## src/hdl/pbis_pkg.sv

```systemverilog
// Package for the packed bit-field index store.
// Holds field widths, default sizes, status and operation codes and the width clamp.
// Used by pbis_div and the top level; it depends on nothing.
package pbis_pkg;

    localparam int KEY_W    = 17;
    localparam int SPB_W    = 16;
    localparam int VW_W     = 6;
    localparam int DATA_W   = 32;
    localparam int BP_W     = SPB_W + VW_W;
    localparam int WIN_BYTES = 4;
    localparam int CFG_IDX_W = 1;
    localparam int CFG_DAT_W = 16;

    localparam int BLOCK_BYTES_DEF = 4096;
    localparam int BLOCK_COUNT_DEF = 4;

    localparam logic OP_GET = 1'b0;
    localparam logic OP_PUT = 1'b1;

    localparam logic [CFG_IDX_W-1:0] REG_VALUE_WIDTH     = 1'd0;
    localparam logic [CFG_IDX_W-1:0] REG_SLOTS_PER_BLOCK = 1'd1;

    localparam logic [VW_W-1:0]  VW_RESET  = 6'd1;
    localparam logic [SPB_W-1:0] SPB_RESET = 16'd32768;

    typedef enum logic [1:0] {
        ST_OK    = 2'd0,
        ST_RANGE = 2'd1,
        ST_WIDE  = 2'd2
    } t_status;

    function automatic logic [VW_W-1:0] eff_width(input logic [VW_W-1:0] vw);
        logic [VW_W-1:0] res;
        res = vw;
        if (vw == '0) begin
            res = VW_W'(1);
        end else if (vw > VW_W'(DATA_W)) begin
            res = VW_W'(DATA_W);
        end
        return res;
    endfunction

endpackage

```

## src/hdl/pbis_div.sv

```systemverilog
// Iterative restoring divider that splits a key into block and slot.
// One quotient bit per cycle through a shared subtractor; uses pbis_pkg.
module pbis_div (
    input  logic                       i_clk,
    input  logic                       i_rst_n,
    input  logic                       i_start,
    input  logic [pbis_pkg::KEY_W-1:0] i_dividend,
    input  logic [pbis_pkg::SPB_W-1:0] i_divisor,
    output logic                       o_done,
    output logic [pbis_pkg::KEY_W-1:0] o_quot,
    output logic [pbis_pkg::SPB_W-1:0] o_rem
);
    import pbis_pkg::*;

    localparam int CNT_W = $clog2(KEY_W + 1);

    logic [CNT_W-1:0] r_cnt;
    logic             r_busy;
    logic             r_done;
    logic [KEY_W-1:0] r_quo;
    logic [SPB_W-1:0] r_rem;
    logic [SPB_W-1:0] r_dvs;
    logic [SPB_W:0]   rem_sh;
    logic [SPB_W+1:0] diff;

    assign rem_sh = {r_rem, r_quo[KEY_W-1]};
    assign diff   = {1'b0, rem_sh} - {2'b00, r_dvs};

    always_ff @(posedge i_clk) begin
        if (!i_rst_n) begin
            r_busy <= 1'b0;
            r_done <= 1'b0;
            r_cnt  <= '0;
        end else begin
            r_done <= r_busy && (r_cnt == CNT_W'(1));
            if (i_start) begin
                r_busy <= 1'b1;
                r_cnt  <= CNT_W'(KEY_W);
            end else if (r_busy) begin
                r_cnt <= r_cnt - CNT_W'(1);
                if (r_cnt == CNT_W'(1)) begin
                    r_busy <= 1'b0;
                end
            end
        end
    end

    always_ff @(posedge i_clk) begin
        if (i_start) begin
            r_quo <= i_dividend;
            r_rem <= '0;
            r_dvs <= i_divisor;
        end else if (r_busy) begin
            if (!diff[SPB_W+1]) begin
                r_rem <= diff[SPB_W-1:0];
                r_quo <= {r_quo[KEY_W-2:0], 1'b1};
            end else begin
                r_rem <= rem_sh[SPB_W-1:0];
                r_quo <= {r_quo[KEY_W-2:0], 1'b0};
            end
        end
    end

    assign o_done = r_done;
    assign o_quot = r_quo;
    assign o_rem  = r_rem;

endmodule

```

## config.mk

```make
export PLATFORM = sky130hd
export DESIGN_NAME = pbis_div
export DESIGN_NICKNAME = d
export VERILOG_FILES = /design/src/hdl/pbis_pkg.sv /design/src/hdl/pbis_div.sv
export SDC_FILE = /design/constraint.sdc
export NUM_CORES = 1
export LEC_CHECK = 0
export ABC_AREA = 1
export BUFFER_PORTS_ARGS = -buffer_cell sky130_fd_sc_hd__buf_2
export CELL_PAD_IN_SITES_DETAIL_PLACEMENT = 0
export CELL_PAD_IN_SITES_GLOBAL_PLACEMENT = 1
export CORE_UTILIZATION = 40
export CTS_CLUSTER_SIZE = 24
export DETAILED_ROUTE_END_ITERATION = 16
export PLACE_DENSITY_LB_ADDON = 0.1
export SLEW_MARGIN = 20
export SYNTH_ARGS = -nofsm -noshare
export SYNTH_HDL_FRONTEND = slang
export SYNTH_SLANG_ARGS = --single-unit
```

## constraint.sdc

```tcl
create_clock -name i_clk -period 2.3 [get_ports i_clk]
set_input_delay 0.46 -clock i_clk [delete_from_list [all_inputs] [get_ports i_clk]]
set_output_delay 0.46 -clock i_clk [all_outputs]
set_load 0.005 [all_outputs]
```

# After elaboration in Yosys (flattened, before gate mapping)

Index checks and enable logic that the tools add are counted.

Register bits: 56
Word-level logic and storage cells: 23

Add/subtract/negate cells: 2
Eq/ne operators: 1
Multiplexer cells: 9
Bitwise logic cells: 1
Reduce and logical (&&, ||, !) cells: 3

Operator list:

| cell                                                | number |
|---|---|
| two-way mux 17 bit                                  | 2 |
| subtractor 17 x 16 -> 18 bit                        | 1 |
| two-way mux 16 bit                                  | 1 |
| two-way mux 5 bit                                   | 2 |
| equality test 5 x 1 -> 1 bit, second input constant | 1 |
| subtractor 5 x 1 -> 5 bit, second input constant    | 1 |
| two-way mux 1 bit                                   | 4 |
| nonzero test 2 bit                                  | 1 |
| OR reduction 2 bit                                  | 1 |
| logical AND 1 bit                                   | 1 |
| inverter 1 bit                                      | 1 |

# Depth between registers and ports, before layout

Depth in word-level cells: 4
Depth in mapped cells: 14

# Worst setup path before layout

No wires, ideal clock.

Kind: register -> register
Start point: reg r_quo[16] (netlist: o_quot[16])
End point: reg r_rem[6] (netlist: o_rem[6])
Setup time: 0.147 ns
Arrival: 1.766 ns
Slack: 0.387 ns
Cell stages (with the launch flop): 13
Clock period less this slack: 1.913 ns
Cells stage by stage: edfxtp_1 > inv_1 > ha_1 > inv_1 > fa_1 > nand3_1 > nand3_1 > nand2_1 > nand2_1 > xnor2_1 > nand2_1 > nand3_1 > o21ai_0

Word-level cells in the longest chain between the ends: 2

Ends and longest elaborated chain:

| element                      | line           | RTL |
|---|---|---|
| start, declared              | pbis_div.sv:20 | `logic [KEY_W-1:0] r_quo;` |
| start signal, assigned       | pbis_div.sv:50 | `r_quo <= i_dividend;` |
| start signal, assigned       | pbis_div.sv:56 | `r_quo <= {r_quo[KEY_W-2:0], 1'b1};` |
| start signal, assigned       | pbis_div.sv:59 | `r_quo <= {r_quo[KEY_W-2:0], 1'b0};` |
| subtractor 17 x 16 -> 18 bit | pbis_div.sv:27 | `assign diff = {1'b0, rem_sh} - {2'b00, r_dvs};` |
| two-way mux 16 bit           | pbis_div.sv:54 | `if (!diff[SPB_W+1]) begin` |
| end signal, assigned         | pbis_div.sv:55 | `r_rem <= diff[SPB_W-1:0];` |
| end signal, assigned         | pbis_div.sv:58 | `r_rem <= rem_sh[SPB_W-1:0];` |
| end, declared                | pbis_div.sv:21 | `logic [SPB_W-1:0] r_rem;` |

No other way between the ends.
A chain may end at the register's enable or synchronous reset.

# Final worst setup path

Start point: reg r_quo[16] (netlist: o_quot[16])
End point: reg r_rem[12] (netlist: o_rem[12])

The elaborated chain is that of the path after synthesis.

==> impl_metrics.yaml <==
status:
  outcome: "completed"
setup_path:
  cp-start-kind: "register"
  arrival_ns: 2.28
  critPathCaptureType: "register"
  cp_slowest_cell: "edfxtp_1"
  crit_top_cell: "nand3_1"
  crit_required_ns: 2.51
  reg2reg_depth: 12
  critPathMaxStageDelay_ns: 0.40
  rrSetupSlack_ns: 0.24
  worstReg2RegEnd: "o_rem[12]"
  critPathMaxFanout: 4
  crit_chain: "inv_1 -> ha_1 -> inv_1 -> fa_2 -> nand3_1 -> nand3_1 -> nand3_1 -> nand3_1 -> nand2_1 -> nand3_2 -> nand3_1 -> nand2_1"
  setup.worst_path.class: "register to register"
  r2r_start: "o_quot[16]"
power:
  swShare_pct: 26.49
  max-vdd-ir-drop_mv: 0.2555
  clkPwrFrac_pct: 30.7
  seqPwrFrac_pct: 53.6
  switchingPower_uw: 576.7
  comb_power_share_pct: 15.7
  leakage_nw: 2.155
  p_int_mw: 1.600
  powerDensity_nw_per_um2: 534.4
routing:
  ant_nets: 0
  vias: 2990
  drt-vias-per-instance: 4.746
  dr.pass1.iters: 6
  dr.first_iter.drc_count: 122
  wirelength_um: 8264
  wire_per_inst_um: 13.12
  drc: 0
synthesis:
  synthDominantCellAreaShare_pct: 28.64
  synthArstFlopShare_pct: 0
  synth_commonest_cells: "nand2_1 (150), inv_1 (72), nand3_1 (41)"
  netlist_area_um2: 3460
  ys_types: 37
  synth_nets: 500
  synth_cells: 445
  synth_warnings: 0
  ys_seq_area_share_pct: 41.95
  synth-edff-count: 33
  ys.flop_type: "edfxtp_1"
  ys_seq_elements: 56
  synth.most_common_cell: "nand2_1"
  synthTopCellsByArea: "edfxtp_1 (29%), nand2_1 (16%), dfxtp_1 (13%)"
  yosys.area.top_type: "edfxtp_1"
  syn_avg_cell_area_um2: 7.774
run:
  maxCapViolCount: 0
hold_path:
  min_to: "r_dvs[12]"
  hp-class: "primary input to register"
  whs_path_depth: 1
  hold_start: "i_divisor[12]"
grt:
  grt_max_degree: 23
  grt_pass1_wl_um: 14010
  grt_util_all_layers_pct: 20.39
  grt_pass1_vias: 2931
  gr-total-overflow: 0
  antenna_found_initial: 0
sta:
  slew_headroom_pct: 58.80
  final-setup-viol-count: 0
  final.setup_skew_ns: 0.004864
  rsz0062_at_grt: "no"
  slew_violations: 0
  worstMarginPinSlew_ns: 0.6174
  layout_setup_ws_ns: 0.2373
  setup-tns-final_ns: 0
  fin_crit_sh_pct: 89.68
  min_period_ns: 2.063
  fmax_ghz: 0.4848
  hold_violations: 0
cts:
  cts_tree: "built"
  cts_made_buffers: 5
  clk_latency_ns: 0.31
  cts_buffer_depth: 2
  clk_pin_slew_ns: 0.10
  clock-sinks: 56
  postCtsSetupBuffers: 0
  htree_levels: 2
  cts-root-buf: "clkbuf_8"
place:
  place_congestion: 0.8910
  port_buffers: 69
  preCtsSetupSlack_ns: 0.2260
  placed_cells: 622
  hpwlAfterDp_um: 6450
floorplan:
  row_count: 33
  start_util_pct: 41.69
  die_w_um: 95
  boundaryPins: 70
  core_area_um2: 8299
  die-height_um: 95
  fp.dieArea_um2: 9025
cells_and_area:
  nets: 579
  regArea_um2: 1451
  fillers: 860
  antennaDiodeCount: 0
  layout-drive-gt1-share_pct: 23.43
  area_delta_synth_final_pct: 17.76
  fin_cells: 630
  multi_input_area_um2: 1667
[area by class of cell]
type | count | share of cell area [%]
Timing Repair Buffer | 80 | 10.50
Clock inverter | 2 | 0.9521
Clock buffer | 6 | 1.781
Tap cell | 105 | 3.225
Sequential cell | 56 | 35.63
Multi-Input combinational cell | 305 | 40.91
Inverter | 76 | 7.002
[cells by family (layout without fill, tap and decap cells)]
kind of cell	after synthesis	after routing	share of synthesized area, %
AND/OR/NAND/NOR	252	252	34.54
buffers and inverters	84	164	9.945
flip-flops	56	56	41.95
AO/OA/AOI/OAI	26	26	4.449
adder cells (fa/ha/maj)	19	19	7.089
XOR/XNOR	8	8	2.025
[timing repair]
item	in CTS	in global routing
hold buffers	0	0
setup endpoints to repair	0	1
resized for setup	0	1
[how the worst max path moves through the flow]
| stage | from | to | slack, ns |
|---|---|---|---|
| floorplan | o_quot[16] | o_rem[6] | 0.39 |
| global placement | o_quot[16] | o_rem[6] | 0.26 |
| detailed placement | o_quot[16] | o_rem[14] | 0.23 |
| CTS | o_quot[16] | o_rem[6] | 0.20 |
| global route | o_quot[16] | o_rem[8] | 0.03 |
| finish | o_quot[16] | o_rem[12] | 0.24 |
[sequential cells by signal (all words and copies together), names as in the netlist]
register  cells
o_done        1
o_rem        16
r_cnt         5
r_busy        1
o_quot       17
r_dvs        16
[cells in the final DEF, fill, tap and decap left out, types with 5 or more instances in the layout]
master,count
dfxtp_1,23
xnor2_1,5
nand2_2,8
nand4_1,5
nor2_1,19
inv_1,72
edfxtp_1,33
a21oi_1,12
nand3_2,10
o21ai_0,6
nand2_1,150
clkbuf_8,5
buf_2,69
buf_4,11
nand3_1,41
ha_1,18
[metrics by stage]
step	power (mW)	hold WS [ns]	area, um2	util (%)
2_1_floorplan	1.395	0.4484	3460	-
3_3_place_gp	1.535	0.4628	3960	47.72
3_5_place_dp	1.532	0.4782	3960	47.72
4_1_cts	2.203	0.3049	4071	49.06
5_1_grt	2.301	0.2871	4074	49.09
6_report	2.177	0.3161	4074	49.09
[critical path, delay by kind of cell, from the launching register on]
family	cells	cell delay [ns]
adders and majority gates	2	0.55
buffers and inverters	2	0.21
and+or+nand+nor	8	0.81
DFF	1	0.40
[power groups by stage]
stage / Clock (mW) / Sequential [mW] / Combinational (mW)
after floorplan: 0 / 1.19 / 0.206
after global routing: 0.735 / 1.18 / 0.391
after CTS: 0.691 / 1.17 / 0.345
final: 0.668 / 1.17 / 0.343
after detailed placement: 0 / 1.19 / 0.345
after global placement: 0 / 1.19 / 0.346
[metal layers]
metal	vias up	global-route usage (%)	routed length (um)
li1	1576	-	-
met1	1339	29.39	4161
met2	68	31.47	3639
met3	7	3.865	390
met4	0	4.545	71
met5	-	0	0
No activity file was read; power rests on OpenSTA's default activity.
