===== config.mk =====
export PLATFORM = sky130hd
export DESIGN_NAME = pbis_ram
export DESIGN_NICKNAME = d
export VERILOG_FILES = /design/src/hdl/pbis_ram.sv
export SDC_FILE = /design/constraint.sdc
export NUM_CORES = 1
export LEC_CHECK = 0
export ABC_AREA = 1
export ABC_CLOCK_PERIOD_IN_PS = 2000
export BUFFER_PORTS_ARGS = -buffer_cell sky130_fd_sc_hd__clkbuf_2
export CAP_MARGIN = 10
export CORE_ASPECT_RATIO = 0.9
export CORE_MARGIN = 4
export CORE_UTILIZATION = 30
export DETAILED_ROUTE_END_ITERATION = 8
export GPL_ROUTABILITY_DRIVEN = 0
export HOLD_SLACK_MARGIN = 0.03
export SETUP_SLACK_MARGIN = 0.05
export SYNTH_ARGS = -nofsm -noshare
export SYNTH_HDL_FRONTEND = slang
export SYNTH_SLANG_ARGS = --single-unit

===== constraint.sdc =====
create_clock -name i_clk -period 2 [get_ports i_clk]
set_clock_uncertainty 0.2 [all_clocks]
set_input_delay 0.6 -clock i_clk [delete_from_list [all_inputs] [get_ports i_clk]]
set_output_delay 0.6 -clock i_clk [all_outputs]
set_load 0.03 [all_outputs]

===== src/hdl/pbis_ram.sv =====
// Generic single-port RAM with a registered read port.
// Width and depth are parameters; it depends on nothing else.
module pbis_ram #(
    parameter int WIDTH = 8,
    parameter int DEPTH = 16,
    localparam int AW = (DEPTH > 1) ? $clog2(DEPTH) : 1
) (
    input  logic             i_clk,
    input  logic             i_we,
    input  logic [AW-1:0]    i_addr,
    input  logic [WIDTH-1:0] i_wdata,
    output logic [WIDTH-1:0] o_rdata
);

    logic [WIDTH-1:0] r_mem [DEPTH];
    logic [WIDTH-1:0] r_rdata;

    always_ff @(posedge i_clk) begin
        if (i_we) begin
            r_mem[i_addr] <= i_wdata;
        end
        r_rdata <= r_mem[i_addr];
    end

    assign o_rdata = r_rdata;

endmodule


# Word-level counts from Yosys, hierarchy flattened
# Memories as Yosys holds them, arrays and structs flattened. A register that Yosys moved wholly into a read port is not among the register bits.
# Index checks and enable logic that the tools add are counted.
classes:
  add_sub_neg: 0
  n_mul: 0
  n_div: 0
  n_lt_le_gt_ge: 0
  n_eq_ne: 0
  shifts: 0
  n_mux: 2
  bitwise_logic: 0
  reduce_logical: 0
op_table:
  columns: ["cell", "count"]
  rows:
  - ["two-way mux 1 bit", 2]
word_totals:
  register_bits: 0
  latchBits: 0
  ram_bits: 128
  rom_bits: 0
  out_inout_bits: 8
  elab_cells: 3
  mem_count: 1
memory_table:
  columns: ["memory", "words", "word_bits", "rd", "rd_clocked_by_memory_dff", "wr", "line_no", "text"]
  rows:
  - ["r_mem", 16, 8, 1, 1, 1, "15", "logic [WIDTH-1:0] r_mem [DEPTH];"]

# Logic depth before layout (Yosys ltp)
# Gate-level depths: netlist (run 1).
logic_depth:
  depth_word: 2
  ltp_mapped: 11
  depth_no_buf: 9

# Worst setup path after synthesis (run 1)
# OpenSTA, ideal clock, no wires.
synth_path:
  path_type: "input to register"
  from: "input i_addr[1]"
  to: "memory r_mem[3][0] (enable)"
  setup_time_ns: 0.370
  arrival_ns: 1.607
  required_ns: 1.430
  path_slack_ns: -0.177
  cell_stages: 4
  path_buffers: 2
  path_cell_list: "buf_2 clkbuf_1 nand3_1 nor2_1"
synth_lines:
  columns: ["item", "line_no", "text"]
  rows:
  - ["start: declaration", "10", "input logic [AW-1:0] i_addr,"]
  - ["end: declaration", "15", null]
# Straight into the memory's write port.

# Worst setup path after layout (run 1)
layout_path:
  from: "register r_rdata[5], in the netlist o_rdata[5] (read register of r_mem)"
  to: "output o_rdata[5]"
layout_lines:
  columns: ["item", "line_no", "text"]
  rows:
  - ["start: declaration", "16", "logic [WIDTH-1:0] r_rdata;"]
  - ["end: declaration", "12", "output logic [WIDTH-1:0] o_rdata"]
# No word-level cell between the ends.

==> run summary, run 1 <==
status = finished clean
die height = 137.5 um
starting density of the core = 30.48%
Internal = 5582 uW
Synth top cells by count = 346 x nand2_1, 128 x edfxtp_1, 21 x inv_1
post-synthesis average cell area = 10.21 um2
top cells by area, synth = edfxtp_1 69%, nand2_1 23%, dfxtp_1 2.9%
Post-CTS Hold Buffers = 0
CTS Buf Count = 17
Leakage = 0.002834 uW
EDFF count, synth = 128
clock root buffer = clkbuf_16
yosys warns = 0
Power Dens Cells = 1039 nW/um2
Syn Inst Count = 548
Worst EP required = 1.20 ns
Crit. End Element = primary output
arrival time worst endpoint = 0.95 ns
Die W = 151.9 um
Sw Ratio = 21.32%
Vias = 3,744
FF-to-FF path depth = 8
Top FF cell, synth = edfxtp_1
core area = 18,350 um2
first-pass GRT wire length = 20,510 um
HP Start = i_wdata[4]
Hold Fails Final Rpt = 0
Post CTS Setup Buffer Count = 0
Psw = 1512 uW
Ports = 22
largest net degree at the start of global routing = 34
area share of the largest cell type after synthesis = 68.72%
Vias/cell = 4.462
htree depth = 4
RR Startpoint = r_mem[5][0]
Clock Pin Slew Worst Setup and Hold Paths = 0.06 ns
RSZ-0062 raised after global routing = false
layout cells sized above 1 = 14.65%
worst vdd ir = 636.2 uV
crit path cell chain = clkbuf_2
FF-to-FF End = o_rdata[0]
Rel. slew slack = 67.46%
CTS tree = done
Iter 0 DRT Violations = 425
Reg power frac = 45.2%
min cycle time layout = 1.748 ns
FILL cells = 1,811
WHS Endpoint = r_mem[8][4]
Hold Path Class = primary input to flop
Post-synth ARST share = 0%
combinational cell fraction of total power = 6.5%
initial antenna violation count = 0
std cell rows = 47
Max Fclk = 0.5721 GHz
Layout Nets = 595
placed instance area = 6176 um2
Hold Path Depth = 1
Setup Viol. Count Final = 0
Slowest-stage cell, CP = dfxtp_1
clock power share = 48.4%
reg-to-reg setup timing slack = 0.73 ns
drt first pass iters = 5
die area = 20,890 um2
number of global-route vias before repair = 3,758
Final ANT Viol Nets = 0
top-count cell post-synth = nand2_1
worst-path maximum fanout = 1
worst setup path class = flop to primary output
ANT cells = 0
post-DP HPWL = 8543 um
Synth area leader = edfxtp_1
# port buffers = 21
DRC = 0
WL final = 12,990 um
Num Clock Sinks = 136
Netlist cell types = 11
Worst Tran Pin Value = 0.4881 ns
Startpoint Class = flop
max_cap viols = 0
grt ovf = 0
Tot Pwr = 7094 uW
Post-Syn Area = 5593 um2
CP Depth = 1
register area share after synthesis = 71.59%
total track usage = 13.24%
post-CTS sizing = 0
Crit path max-delay family = flip-flops
synthesis-stage register bit count = 136
max incr delay on CP = 0.32 ns
Final period util = 87.40%
syn_nets = 562
Max clock buf depth = 2
Buffers & Inverters on Critical Path = 1
cell area after layout = 6829 um2
WL/cell = 15.49 um
clock latency on the worst-skew pair = 0.43 ns
Slew Limit Fails = 0
area grow syn2layout = 22.10%
## stage by stage
step	cells	TNS, ns	setup WS [ns]	util (%)	hold slack, ns
3_5_place_dp	807	-0.1447	-0.01849	33.66	0.4976
6_report	839	0	0.2521	37.22	0.4905
2_1_floorplan	548	-0.4539	-0.02837	-	0.4428
3_3_place_gp	807	0	0.01286	33.66	0.4913
4_1_cts	839	0	0.2209	37.22	0.4752
5_1_grt	839	0	0.1975	37.22	0.5078
## flip-flops by register name, indices dropped and copies added (netlist names)
register and cells:
o_rdata 8, r_mem 128
## layer usage
metal | vias to the layer above | GRT usage [%] | part of all wire, %
li1 | 1821 | - | -
met1 | 1799 | 17.71 | 47
met3 | 19 | 3.894 | 6.0
met2 | 105 | 20.38 | 46
met4 | 0 | 5.292 | 1.7
met5 | - | 0 | 0
## cells by family after synthesis
| group | count (synthesis) | share of synthesized area (%) |
|---|---|---|
| flip-flops | 136 | 71.59 |
| AND/OR/NAND/NOR | 368 | 24.79 |
| buffers and inverters | 44 | 3.624 |
## power groups by stage
stage / Clock, uW / Combinational, uW / Sequential, uW
4_1_cts: 3490 / 467 / 3210
5_1_grt: 3600 / 516 / 3210
3_5_place_dp: 0 / 463 / 3270
2_1_floorplan: 0 / 240 / 3300
6_report: 3430 / 458 / 3210
3_3_place_gp: 0 / 458 / 3260
## cells in the final DEF, fill, tap and decap left out
master / n
buf_12: 4
buf_4: 10
bufinv_16: 5
clkbuf_1: 1
clkbuf_16: 17
clkbuf_2: 21
clkbuf_8: 2
clkinv_1: 2
clkinv_2: 2
clkinv_4: 1
clkinvlp_4: 2
dfxtp_1: 8
edfxtp_1: 128
inv_1: 21
inv_2: 1
inv_6: 1
nand2_1: 346
nand3_2: 4
nor2_1: 1
nor2_2: 3
nor2_4: 14
## how the worst max path moves through the flow
stage                    start          end  slack [ns]
global placement     i_addr[0]  r_mem[7][1]        0.01
floorplan            i_addr[1]  r_mem[0][0]       -0.03
CTS                 o_rdata[5]   o_rdata[5]        0.22
finish              o_rdata[5]   o_rdata[5]        0.25
detailed placement   i_addr[0]  r_mem[7][0]       -0.02
global route        o_rdata[5]   o_rdata[5]        0.20
## area by class of cell
type / count / area (um2) / area share [%]
Tap cell: 245 / 306.5 / 4.489
Clock buffer: 20 / 456.7 / 6.687
Timing Repair Buffer: 35 / 260.3 / 3.811
Multi-Input combinational cell: 368 / 1519 / 22.24
Sequential cell: 136 / 4004 / 58.63
Inverter: 23 / 86.33 / 1.264
Clock inverter: 12 / 196.4 / 2.877
Power figures use the tool's default switching activity.
==> run 2: changes to the inputs <==
Settings changed: ABC_AREA 1 to not set.
==> run summary, run 2 <==
status = finished clean
commonest non-fill, non-tap cell in the layout = edfxtp_1
Die W = 145.0 um (-4.6%)
clock latency on the worst-skew pair = 0.42 ns (about the same)
area share of the largest cell type after synthesis = 75.85% (+7.1 points)
Iter 0 DRT Violations = 177 (-58%)
drt first pass iters = 4 (-1)
Setup Viol. Count Final = 0 (unchanged)
Crit path max-delay family = flip-flops
FILL cells = 1,437 (-21%)
Num Clock Sinks = 136 (unchanged)
Buffers & Inverters on Critical Path = 1 (unchanged)
initial antenna violation count = 0 (unchanged)
max incr delay on CP = 0.40 ns (+0.08 ns)
min cycle time layout = 1.863 ns (+0.1151 ns)
Final period util = 93.15% (+5.8 points)
post-synthesis average cell area = 22.03 um2 (+120%)
PnR worst setup slack = 0.1370 ns (-0.1151 ns)
clock root buffer = clkbuf_16
dpl ws = -0.2441 ns (-0.2257 ns)
synthesis-stage register bit count = 136 (unchanged)
CTS Buf Count = 17 (unchanged)
WL/cell = 20.97 um (+35%)
die area = 19,040 um2 (-8.9%)
Hold Path Depth = 1 (unchanged)
largest net degree at the start of global routing = 21 (-38%)
max_cap viols = 0 (unchanged)
max reg flops = 128 (unchanged)
ANT cells = 0 (unchanged)
Leakage = 0.002136 uW (-25%)
top-count cell post-synth = edfxtp_1
yosys warns = 0 (unchanged)
die height = 131.3 um (-4.5%)
std cell rows = 44 (-6.4%)
FF-to-FF path depth = 3 (-5)
crit path cell chain = clkbuf_2
area grow syn2layout = 28.30%
Final Util = 39.76% (+2.5 points)
Syn Inst Count = 230 (-58%)
Post-Syn Area = 5067 um2 (-9.4%)
Netlist cell types = 18 (+7)
Clock Pin Slew Worst Setup and Hold Paths = 0.06 ns (about the same)
Ports = 22 (unchanged)
Synth area leader = edfxtp_1
starting density of the core = 30.99% (+0.51 points)
Vias/cell = 4.787 (+7.3%)
Final ANT Viol Nets = 0 (unchanged)
Rel. slew slack = 39.51% (-28 points)
syn_nets = 244 (-57%)
Power Dens Cells = 1001 nW/um2 (-3.7%)
DRC = 0 (unchanged)
placed instance area = 5946 um2 (-3.7%)
first-pass GRT wire length = 16,500 um (-20%)
Slowest-stage cell, CP = dfxtp_1
total track usage = 12.06% (-1.2 points)
WL final = 10,840 um (-17%)
Crit. End Element = primary output
CTS tree = done
worst vdd ir = 437.2 uV (-31%)
top cells by area, synth = edfxtp_1 76%, mux4_2 14%, dfxtp_1 3.2%
Hold Path Class = primary input to flop
Post-synth ARST share = 0% (unchanged)
arrival time worst endpoint = 1.06 ns (+0.11 ns)
commonest cells after routing, fill and taps aside = 128 x edfxtp_1, 32 x mux4_2, 25 x buf_4
htree depth = 4 (unchanged)
EDFF count, synth = 128 (unchanged)
# port buffers = 21 (unchanged)
cell area after layout = 6501 um2 (-4.8%)
Post-CTS Hold Buffers = 0 (unchanged)
post-DP HPWL = 7308 um (-14%)
register area share after synthesis = 79.01% (+7.4 points)
Hold Fails Final Rpt = 0 (unchanged)
core area = 16,350 um2 (-11%)
Top reg by flops = r_mem
Post CTS Setup Buffer Count = 0 (unchanged)
Startpoint Class = flop
final setup TNS = 0 ns (unchanged)
post-CTS sizing = 0 (unchanged)
Max clock buf depth = 2 (unchanged)
Worst EP required = 1.20 ns (about the same)
Synth top cells by count = 128 x edfxtp_1, 32 x mux4_2, 16 x a22oi_1
CP Depth = 1 (unchanged)
Slew Limit Fails = 0 (unchanged)
number of global-route vias before repair = 2,613 (-30%)
worst-path maximum fanout = 1 (unchanged)
RSZ-0062 raised after global routing = false
Top FF cell, synth = edfxtp_1
grt ovf = 0 (unchanged)
layout cells sized above 1 = 45.81% (+31 points)
Max Fclk = 0.5368 GHz (-6.2%)
Worst Tran Pin Value = 0.9055 ns (+0.4174 ns)
Vias = 2,475 (-34%)
worst setup path class = flop to primary output
Layout Nets = 311 (-48%)
-- run 2: cells by family (layout without fill, tap and decap cells) --
family | after synthesis | after routing | synth area share, %
buffers and inverters | 11 | 91 | 1.185
and+or+nand+nor | 35 | 35 | 3.210
DFF | 136 | 136 | 79.01
AOI/OAI and AO/OA | 16 | 16 | 2.370
muxes | 32 | 32 | 14.22
-- run 2: worst paths after layout --
path	from	to	slack (ns)
setup reg to reg	r_mem[8][3]	o_rdata[3]	0.42
hold / removal	i_wdata[5]	r_mem[12][5]	0.41
setup / recovery	o_rdata[1]	o_rdata[1]	0.14
hold reg to reg	r_mem[11][6]	o_rdata[6]	0.49
-- run 2: layout make-up --
type	count	area [um2]	share of cell area [%]
repair buffers	59	553.0	8.507
clock inverters	15	130.1	2.002
well taps	207	259.0	3.984
flip-flops and latches	136	4004	61.59
clock buffers	17	425.4	6.543
multi-input cells	83	1130	17.38
-- run 2: metrics by stage --
step / hold slack, ns / total power [uW] / cells
floorplan: 0.4349 / 3483 / 230
global placement: 0.4661 / 3664 / 485
detailed placement: 0.4764 / 3673 / 485
CTS: 0.4166 / 6568 / 517
global route: 0.4201 / 6735 / 517
finish: 0.4118 / 6506 / 517
-- run 2: power breakdown --
| part | switching, uW | internal, uW |
|---|---|---|
| combinational | 227 | 162 |
| sequential | 26.6 | 3190 |
| clock | 1270 | 1630 |
-- run 2: metal layers --
layer | wire length (um) | vias to the layer above | track usage, %
met1 | 4940 | 1282 | 16.51
met5 | 0 | - | 0
met4 | 148 | 0 | 4.327
met3 | 707 | 12 | 4.270
met2 | 5046 | 68 | 17.94
li1 | - | 1113 | -
